### config.mk
export PLATFORM = sky130hd
export DESIGN_NAME = frame_sender_with_ack_resend_unit
export DESIGN_NICKNAME = d
export VERILOG_FILES = /design/src/sv/fsr_pkg.sv /design/src/sv/fsr_frame_ram.sv /design/src/sv/frame_sender_with_ack_resend_unit.sv
export SDC_FILE = /design/constraint.sdc
export NUM_CORES = 2
export LEC_CHECK = 0
export BUFFER_PORTS_ARGS = -buffer_cell sky130_fd_sc_hd__buf_4
export CORE_ASPECT_RATIO = 1.25
export CORE_UTILIZATION = 35
export DETAILED_ROUTE_END_ITERATION = 8
export PLACE_DENSITY_LB_ADDON = 0.1
export SYNTH_ARGS = -nofsm -noshare
export SYNTH_HDL_FRONTEND = slang
export SYNTH_SLANG_ARGS = --single-unit
export TNS_END_PERCENT = 20
### constraint.sdc
create_clock -name i_clk -period 21.2 [get_ports i_clk]
set_input_delay 2.12 -clock i_clk [delete_from_list [all_inputs] [get_ports i_clk]]
set_output_delay 2.12 -clock i_clk [all_outputs]
set_load 0.02 [all_outputs]
### src/sv/fsr_pkg.sv
`default_nettype none

package fsr_pkg;

    // Bytes in one frame: id, voltage, current, twelve axes, checksum.
    localparam int unsigned FRAME_BYTES = 16;
    localparam int unsigned FRAME_W     = FRAME_BYTES * 8;
    localparam int unsigned BODY_W      = FRAME_W - 8;
    localparam int unsigned BYTE_CNT_W  = 4;

    // Counter value of the last checksum step (fifteen body bytes).
    localparam logic [BYTE_CNT_W-1:0] CSUM_LAST = 4'd14;
    // Counter value of the sixteenth byte of a frame.
    localparam logic [BYTE_CNT_W-1:0] SEND_LAST = 4'd15;

    // Item operations.
    localparam logic [1:0] OP_SAMPLE   = 2'd0;
    localparam logic [1:0] OP_SEND     = 2'd1;
    localparam logic [1:0] OP_FEEDBACK = 2'd2;

    // Configuration register indexes.
    localparam logic CFG_ACK  = 1'b0;
    localparam logic CFG_NACK = 1'b1;

    // Configuration reset values ('A' and 'N').
    localparam logic [7:0] ACK_RESET  = 8'd65;
    localparam logic [7:0] NACK_RESET = 8'd78;

    // Result kinds.
    localparam logic KIND_BYTE   = 1'b0;
    localparam logic KIND_NOTICE = 1'b1;

    typedef enum logic [2:0] {
        ST_IDLE,
        ST_CSUM,
        ST_STORE,
        ST_FETCH,
        ST_SEND
    } t_state;

endpackage

`default_nettype wire

### src/sv/fsr_frame_ram.sv
`default_nettype none

module fsr_frame_ram
    import fsr_pkg::*;
#(
    parameter int SLOT_COUNT = 32
) (
    input  wire                          i_clk,
    input  wire                          i_rst_n,
    input  wire                          i_we,
    input  wire  [$clog2(SLOT_COUNT)-1:0] i_waddr,
    input  wire  [FRAME_W-1:0]           i_wdata,
    input  wire                          i_re,
    input  wire  [$clog2(SLOT_COUNT)-1:0] i_raddr,
    output logic [FRAME_W-1:0]           o_rdata
);

    // One row holds a whole frame; a per-row valid bit stands in for the
    // all-zero contents after reset.
    logic [FRAME_W-1:0]    r_mem [SLOT_COUNT];
    logic [SLOT_COUNT-1:0] r_vld;
    logic [FRAME_W-1:0]    r_rd_row;
    logic                  r_rd_vld;

    always_ff @(posedge i_clk) begin
        if (i_we) begin
            r_mem[i_waddr] <= i_wdata;
        end
        if (i_re) begin
            r_rd_row <= r_mem[i_raddr];
        end
    end

    always_ff @(posedge i_clk) begin
        if (!i_rst_n) begin
            r_vld    <= '0;
            r_rd_vld <= 1'b0;
        end else begin
            if (i_we) begin
                r_vld[i_waddr] <= 1'b1;
            end
            if (i_re) begin
                r_rd_vld <= r_vld[i_raddr];
            end
        end
    end

    assign o_rdata = r_rd_vld ? r_rd_row : '0;

endmodule

`default_nettype wire

### src/sv/frame_sender_with_ack_resend_unit.sv
`default_nettype none

// Channel       Direction  Ports                                  Transfer
// ------------  ---------  -------------------------------------  ------------------------
// item          in         start, busy, i_opcode .. i_feedback_*  start high, busy low
// result        out        o_valid, o_result_kind, o_frame_byte,  o_valid high, one cycle
//                          o_last_byte
// configuration in         i_cfg_we, i_cfg_idx, i_cfg_data        i_cfg_we high
//
// After its transfer a sample keeps busy high through the passes of the byte-serial
// checksum unit, one per body byte, and the write of the frame row. A send tick on a
// non-empty ring keeps it high through one memory read and the sending of sixteen bytes.
// Results leave through a register in the following cycle. Feedback, an empty-ring send
// tick and an unused opcode finish in the cycle of the transfer. Reset is synchronous and
// active low; it clears the ring pointers and the per-slot valid bits and loads the codes
// with their reset values at once, so there is no clearing pass. The receiver cannot stall.

module frame_sender_with_ack_resend_unit
    import fsr_pkg::*;
#(
    parameter int SLOT_COUNT = 32
) (
    input  wire         i_clk,
    input  wire         i_rst_n,
    input  wire         start,
    output logic        busy,
    input  wire  [1:0]  i_opcode,
    input  wire  [7:0]  i_voltage_byte,
    input  wire  [7:0]  i_current_byte,
    input  wire  [47:0] i_accel_first_half,
    input  wire  [47:0] i_accel_second_half,
    input  wire  [7:0]  i_feedback_code,
    input  wire  [4:0]  i_feedback_frame,
    input  wire         i_cfg_we,
    input  wire         i_cfg_idx,
    input  wire  [7:0]  i_cfg_data,
    output logic        o_valid,
    output logic        o_result_kind,
    output logic [7:0]  o_frame_byte,
    output logic        o_last_byte
);

    localparam int SW = $clog2(SLOT_COUNT);
    localparam logic [SW-1:0] LAST_SLOT = SW'(SLOT_COUNT - 1);

    // Ring pointers and configuration.
    logic [SW-1:0] r_head;
    logic [SW-1:0] r_tail;
    logic [SW-1:0] r_acked;
    logic [7:0]    r_ack_code;
    logic [7:0]    r_nack_code;

    // Sequencer.
    t_state              r_state;
    t_state              n_state;
    logic [BYTE_CNT_W-1:0] r_cnt;

    // Frame body being checksummed and the running checksum.
    logic [BODY_W-1:0] r_body;
    logic [7:0]        r_sum;

    // Result register.
    logic       r_out_vld;
    logic       r_out_kind;
    logic [7:0] r_out_byte;
    logic       r_out_last;

    logic              accept;
    logic              ring_empty;
    logic              ring_full;
    logic              do_csum;
    logic              do_store;
    logic              do_fetch;
    logic              do_send;
    logic [SW-1:0]     fb_tab [32];
    logic [SW-1:0]     fb_id;
    logic [FRAME_W-1:0] rd_row;

    function automatic logic [SW-1:0] slot_next(input logic [SW-1:0] s);
        return (s == LAST_SLOT) ? '0 : s + 1'b1;
    endfunction

    assign accept     = start && !busy;
    assign ring_empty = (r_head == r_tail);
    assign ring_full  = (r_acked == slot_next(r_tail));

    // The partner's frame id is taken modulo the ring depth. The id has five bits,
    // so a constant table of 32 entries holds every reduced value.
    for (genvar v = 0; v < 32; v++) begin : g_fb_tab
        assign fb_tab[v] = SW'(v % SLOT_COUNT);
    end
    assign fb_id = fb_tab[i_feedback_frame];

    // Next-state logic.
    always_comb begin
        n_state = r_state;
        case (r_state)
            ST_IDLE: begin
                if (accept) begin
                    if (i_opcode == OP_SAMPLE) begin
                        n_state = ST_CSUM;
                    end else if (i_opcode == OP_SEND && !ring_empty) begin
                        n_state = ST_FETCH;
                    end
                end
            end
            ST_CSUM: begin
                if (r_cnt == CSUM_LAST) begin
                    n_state = ST_STORE;
                end
            end
            ST_STORE: n_state = ST_IDLE;
            ST_FETCH: n_state = ST_SEND;
            ST_SEND: begin
                if (r_cnt == SEND_LAST) begin
                    n_state = ST_IDLE;
                end
            end
            default: n_state = ST_IDLE;
        endcase
    end

    // Decoded controls of the sequencer.
    always_comb begin
        busy     = 1'b1;
        do_csum  = 1'b0;
        do_store = 1'b0;
        do_fetch = 1'b0;
        do_send  = 1'b0;
        case (r_state)
            ST_IDLE:  busy     = 1'b0;
            ST_CSUM:  do_csum  = 1'b1;
            ST_STORE: do_store = 1'b1;
            ST_FETCH: do_fetch = 1'b1;
            ST_SEND:  do_send  = 1'b1;
            default:  busy     = 1'b0;
        endcase
    end

    always_ff @(posedge i_clk) begin
        if (!i_rst_n) begin
            r_state <= ST_IDLE;
        end else begin
            r_state <= n_state;
        end
    end

    // Configuration writes.
    always_ff @(posedge i_clk) begin
        if (!i_rst_n) begin
            r_ack_code  <= ACK_RESET;
            r_nack_code <= NACK_RESET;
        end else if (i_cfg_we) begin
            if (i_cfg_idx == CFG_ACK) begin
                r_ack_code <= i_cfg_data;
            end else begin
                r_nack_code <= i_cfg_data;
            end
        end
    end

    // Ring pointers. Feedback is handled in the transfer cycle itself; an equal
    // ack and nack code counts as an ack.
    always_ff @(posedge i_clk) begin
        if (!i_rst_n) begin
            r_head  <= '0;
            r_tail  <= '0;
            r_acked <= '0;
        end else begin
            if (accept && i_opcode == OP_FEEDBACK) begin
                if (i_feedback_code == r_ack_code) begin
                    r_acked <= fb_id;
                end else if (i_feedback_code == r_nack_code) begin
                    r_acked <= fb_id;
                    r_head  <= fb_id;
                end
            end
            // On a full ring the tail stays, so the next sample overwrites it.
            if (do_store && !ring_full) begin
                r_tail <= slot_next(r_tail);
            end
            if (do_send && r_cnt == SEND_LAST) begin
                r_head <= slot_next(r_head);
            end
        end
    end

    // Byte counter shared by the checksum and the transmit loop.
    always_ff @(posedge i_clk) begin
        if (!i_rst_n) begin
            r_cnt <= '0;
        end else if (do_csum || do_send) begin
            r_cnt <= r_cnt + 1'b1;
        end else begin
            r_cnt <= '0;
        end
    end

    // Byte-serial checksum unit. The body rotates one byte per step; after fifteen
    // steps it is back in its original order, ready to be written.
    always_ff @(posedge i_clk) begin
        if (accept && i_opcode == OP_SAMPLE) begin
            r_body <= {i_accel_second_half, i_accel_first_half,
                       i_current_byte, i_voltage_byte, 8'(r_tail)};
            r_sum  <= '0;
        end else if (do_csum) begin
            r_body <= {r_body[7:0], r_body[BODY_W-1:8]};
            r_sum  <= r_sum ^ r_body[7:0];
        end
    end

    fsr_frame_ram #(
        .SLOT_COUNT (SLOT_COUNT)
    ) u_ram (
        .i_clk   (i_clk),
        .i_rst_n (i_rst_n),
        .i_we    (do_store),
        .i_waddr (r_tail),
        .i_wdata ({r_sum, r_body}),
        .i_re    (do_fetch),
        .i_raddr (r_head),
        .o_rdata (rd_row)
    );

    // Result register: frame bytes in order, or one buffer-full notice.
    always_ff @(posedge i_clk) begin
        if (!i_rst_n) begin
            r_out_vld <= 1'b0;
        end else begin
            r_out_vld <= do_send || (do_store && ring_full);
        end
    end

    always_ff @(posedge i_clk) begin
        if (do_send) begin
            r_out_kind <= KIND_BYTE;
            r_out_byte <= rd_row[{r_cnt, 3'b000} +: 8];
            r_out_last <= (r_cnt == SEND_LAST);
        end else begin
            r_out_kind <= KIND_NOTICE;
            r_out_byte <= '0;
            r_out_last <= 1'b1;
        end
    end

    assign o_valid       = r_out_vld;
    assign o_result_kind = r_out_kind;
    assign o_frame_byte  = r_out_byte;
    assign o_last_byte   = r_out_last;

endmodule

`default_nettype wire
### Yosys cells after proc, flatten, opt, wreduce, memory -nomap -nowiden

Memory sizes are Yosys's and may differ from the RTL's. A register that Yosys moved wholly into a read port is not among the register bits.
Cells that the tools add are included.

* magnitude comparators: 4
* muxes and demuxes: 30
* add/subtract/negate cells: 3
* shifts and indexed selects: 1
* bitwise gates (word level): 4
* reductions and logical operators: 26
* eq/ne operators: 19

Operators with widths (count)
* $mux 120: 2
* $mux 128: 1
* $shiftx 128x8->8: 1
* $mux 5: 9
* $or 32x32->32: 1
* $eq 8x8->1: 2
* $mux 3: 5
* $lt 5x6->1 const B: 2
* $pmux 3 s4: 1
* $add 5x1->5 const B: 2
* $eq 5x5->1: 2
* $eq 5x5->1 const B: 2
* $mux 1: 10
* $eq 4x4->1 const B: 2
* $logic_and 1x1->1: 8
* $reduce_and 2->1: 4
* $reduce_bool 2->1: 4
* $xor 8x8->8: 1
* $eq 3x2->1 const B: 2
* $ge 6x6->1 const B: 1
* $ne 2x2->1 const B: 3
* $not 5->6: 1
* $bmux 1 s5: 1
* $demux 1 s5: 1
* 16 further kinds: 19

* register bits after elaboration: 210
* logic and storage cells: 105
* output and inout bits: 12
* input port bits: 140
* RAM bits: 4096
* memories: 2
* memory bits (read-only): 160

Memories
* u_ram.r_mem: depth 32, width 128, read ports 1, clocked after memory_dff 1, write ports 1, RTL line fsr_frame_ram.sv:20 `logic [FRAME_W-1:0] r_mem [SLOT_COUNT];`
* (no name shown): depth 32, width 5, read ports 1, clocked after memory_dff 0, write ports 0, RTL line frame_sender_with_ack_resend_unit.sv:92 `assign fb_id = fb_tab[i_feedback_frame];`

### Logic depth before layout (Yosys ltp)

* depth in word-level cells: 8
* gate-level depth with buffers: 10
* depth with buffers taken out: 8

### Modules after synthesis

A second synthesis with hierarchy kept.

* cells, all modules: 7204
* area total of the unflattened synthesis: 169294.9 um^2

Modules (own cells, without submodules)
* fsr_frame_ram: area each 160963.1 um^2, cells each 6578, instances 1, seq. area each 127502.3 um^2
* frame_sender_with_ack_resend_unit: area each 8331.7 um^2, cells each 626, instances 1, seq. area each 4714.5 um^2

### Worst setup path before layout

Ideal clock, no wire load.

* kind: reg-to-reg
* from: register r_tail[2]
* to: memory u_ram.r_mem[4][0] in the netlist's numbering (enable)
* arrival: 6561 ps
* data required time: 20581 ps
* buffers on the path: 1
* clock period less this slack: 7179 ps
* library setup time: 619 ps
* path slack: 14021 ps
* cell stages (with the launch flop): 5
* cells stage by stage: dfxtp_1 clkbuf_1 inv_1 or3_1 nor2_1

RTL lines
* from (decl): RTL line frame_sender_with_ack_resend_unit.sv:48 `logic [SW-1:0] r_tail;`
* from (signal assigned): RTL line frame_sender_with_ack_resend_unit.sv:180 `r_tail <= slot_next(r_tail);`
* to (decl): RTL line fsr_frame_ram.sv:20

No word-level cell before the write port.

==> results.md <==
- Minimum clock period: 5.34 ns
- CTS hold repair buffers: 0
- Outcome: completed
- Crit start category: register
- Worst setup path end: u_ram.r_rd_row[96]
- CP Capture Type: register
- Setup TNS: 0 ns
- Worst Reg2Reg Path Length in Cells: 8
- Cts bufs inserted: approximately 450
- Rows: 284
- First-pass GRT wire length: 689000 um
- Final wirelength: 503000 um
- Residual DRC: 0
- RSZ-0062 raised after global routing: false
- Design Power: 20200 uW
- Clk Latency, worst-skew pair: 1.02 ns
- Die Y-Extent: 777 um
- Clk slew on worst S/H paths: 0.06 ns
- Setup crit start: r_head[0]
- Mapped Area: 168000 um^2
- Slew Limit Fails: 0
- I/O pins: 152
- Yosys warnings: 0
- Core area: 479000 um^2
- Kind of critical path: reg -> reg
- Clock Sink Count: 4434
- Req. time, crit path: 21.96 ns
- Placer Congestion: 0.734
- Final std cells w/o fill: about 14000
- Setup Skew: 0.0376 ns
- Buffers on Ports: 151
- RR Startpoint: r_head[0]
- Synthesized Nets: 6935
- Final hold vios: 0
- WP data arrival: 6.10 ns
- Post CTS Setup Buffer Count: 0
- Gr usage total: 20.6%
- Initial Util: 35.2%
- Max cap viols: 0
- Vias: 76838
- Hold Crit Depth: 2
- Synth Area per Inst: 24.8 um^2
- Leak: between 0.05 and 0.06 uW
- # fillers: 41527
- Asr flop ratio synth: 0%
- Nets@finish: 7361
- Slew HR: under 10%
- Final Util: 40.2%
- Final period util: 25.2%
- Setup slack, reg-to-reg: 15.86 ns
- Largest net degree at the start of global routing: 117
- Commonest non-fill, non-tap cell in the layout: edfxtp_1
- Starting DRT DRC Count: 7992
- Crit path max fanout: 45
- Unique masters post-synth: 46
- CTS-repair resized insts: 0
- Hold Path Class: reg -> reg
- Worst-margin pin slew: 1.44 ns
- CTS tree: yes
- Placed instance count: 13056
- Seq/Total Area, Yosys: 78.6%
- Max VDD drop: 0.0793 mV
- Synthesized flop and latch total: 4434
- Routed length per instance: about 36 um
- H-Tree Depth: 5
- Detail Placement HPWL: 248000 um
- Final ANT Viol Nets: 0
- Root Buffer: clkbuf_16
- Post-synth EDFFs: between 4000 and 5000
- Layout cells sized above 1: 32.0%
- Layout area overhead: 14.2%
- Vias in the first global route: around 80000
- Pwr dens: 105 nW/um^2
- Initial antenna violation count: 24
- Fmax: 187 MHz
- Final setup vio count: 0
- R2R Path End: u_ram.r_rd_row[96]
- Die X: 622 um
- Grt ovf: 0
- Synth Instances: 6786
- Top FF cell, synth: edfxtp_1
- Most frequent cells in the layout: edfxtp_1, mux4_2, clkbuf_16
- Avg Vias per Cell: 5.54
- DRT Pass-1 Iters: 5
- Total die area: around 480000 um^2
- Clock buffer depth: 4
final cells by class:
type                    instances  area, um^2  share of cell area (%)
repair buffers                344        3030                    1.58
diodes                          8        20.0                  0.0104
multi-input cells            1976       34800                    18.1
flip-flops and latches       4434      132000                    68.8
well taps                    6292        7870                    4.10
clock inverters               249        2420                    1.26
inverters                      11        56.3                  0.0293
clock buffers                 568       11800                    6.16
report_power, final:
part	leakage (uW)	internal [uW]	switching [uW]
Clock	0.00694	4450	3390
Combinational	0.0104	291	578
Sequential	0.0400	10700	822
Total	0.0573	15500	4790
worst max-delay path, cell delays in order, from the launching register on:
cell and delay, ns:
dfxtp_4 0.93, buf_4 0.77, buf_4 0.85, buf_4 0.86, mux4_2 0.60, and2_1 0.17
a211oi_1 0.27, a21oi_1 0.07, mux2_2 0.29
worst min path at each step:
| stage | startpoint | slack, ns | endpoint |
|---|---|---|---|
| 3_5_place_dp | u_ram.r_vld[3] | 0.45 | u_ram.r_vld[3] |
| 3_3_place_gp | u_ram.r_vld[9] | 0.44 | u_ram.r_vld[9] |
| 6_report | r_body[6] | 0.46 | r_body[6] |
| 5_1_grt | u_ram.r_vld[2] | 0.48 | u_ram.r_vld[2] |
| 2_1_floorplan | u_ram.r_vld[10] | 0.44 | u_ram.r_vld[10] |
| 4_1_cts | r_body[6] | 0.46 | r_body[6] |
per-layer routing:
layer / GRT usage [%] / wire length, um / vias to the layer above
met3: 2.73 / 23800 / 543
met2: 34.7 / 250000 / 2234
li1: - / - / 30337
met1: 28.8 / 219000 / 43718
met5: 0 / 36 / -
met4: 3.93 / 9730 / 6
sequential cells by signal (all words and copies together), names as in the netlist, 8 cells and up:
name / flops
o_frame_byte: 8
r_ack_code: 8
r_body: 120
r_nack_code: 8
r_sum: 8
u_ram.r_mem: 4096
u_ram.r_rd_row: 128
u_ram.r_vld: 32
logic make-up after synthesis:
| group | Yosys count | synth area share [%] |
|---|---|---|
| buffers and inverters | 376 | 0.936 |
| xor gates and xnor gates | 37 | 0.193 |
| adders and majority gates | 9 | 0.0669 |
| muxes | 1467 | 18.5 |
| and+or+nand+nor | 229 | 0.639 |
| AOI/OAI and AO/OA | 234 | 1.06 |
| DFF | 4434 | 78.6 |
metrics by stage:
| stage | worst slack, ns | area [um^2] | hold slack, ns |
|---|---|---|---|
| floorplan | 14.02 | 168000 | 0.435 |
| global placement | 15.69 | 178000 | 0.443 |
| detailed placement | 15.69 | 178000 | 0.449 |
| CTS | 15.68 | 192000 | 0.461 |
| global route | 15.33 | 192000 | 0.478 |
| finish | 15.86 | 192000 | 0.463 |
cells in the mapped netlist (3+ instances only):
master	number	area share [%]
dfxtp_1	93	1.1
buf_1	32	0.071
clkbuf_1	208	0.46
o21ai_0	11	0.033
and2_1	20	0.074
a211oi_1	17	0.076
mux4_2	1308	18
mux2i_1	31	0.18
a21oi_1	47	0.14
a22o_1	109	0.57
ha_1	9	0.067
nor2b_1	11	0.041
edfxtp_1	4341	77
o31ai_1	4	0.018
buf_2	122	0.36
and3_1	3	0.011
nor2_1	52	0.12
nor3_1	11	0.033
nand4_1	6	0.022
or3_1	6	0.022
xor2_1	14	0.073
inv_1	10	0.022
nand3b_1	3	0.013
buf_4	3	0.013
o21a_1	35	0.16
nand2_1	83	0.19
nand3_1	20	0.059
mux2_2	128	0.86
xnor2_1	23	0.12
Power figures use the tool's default switching activity.
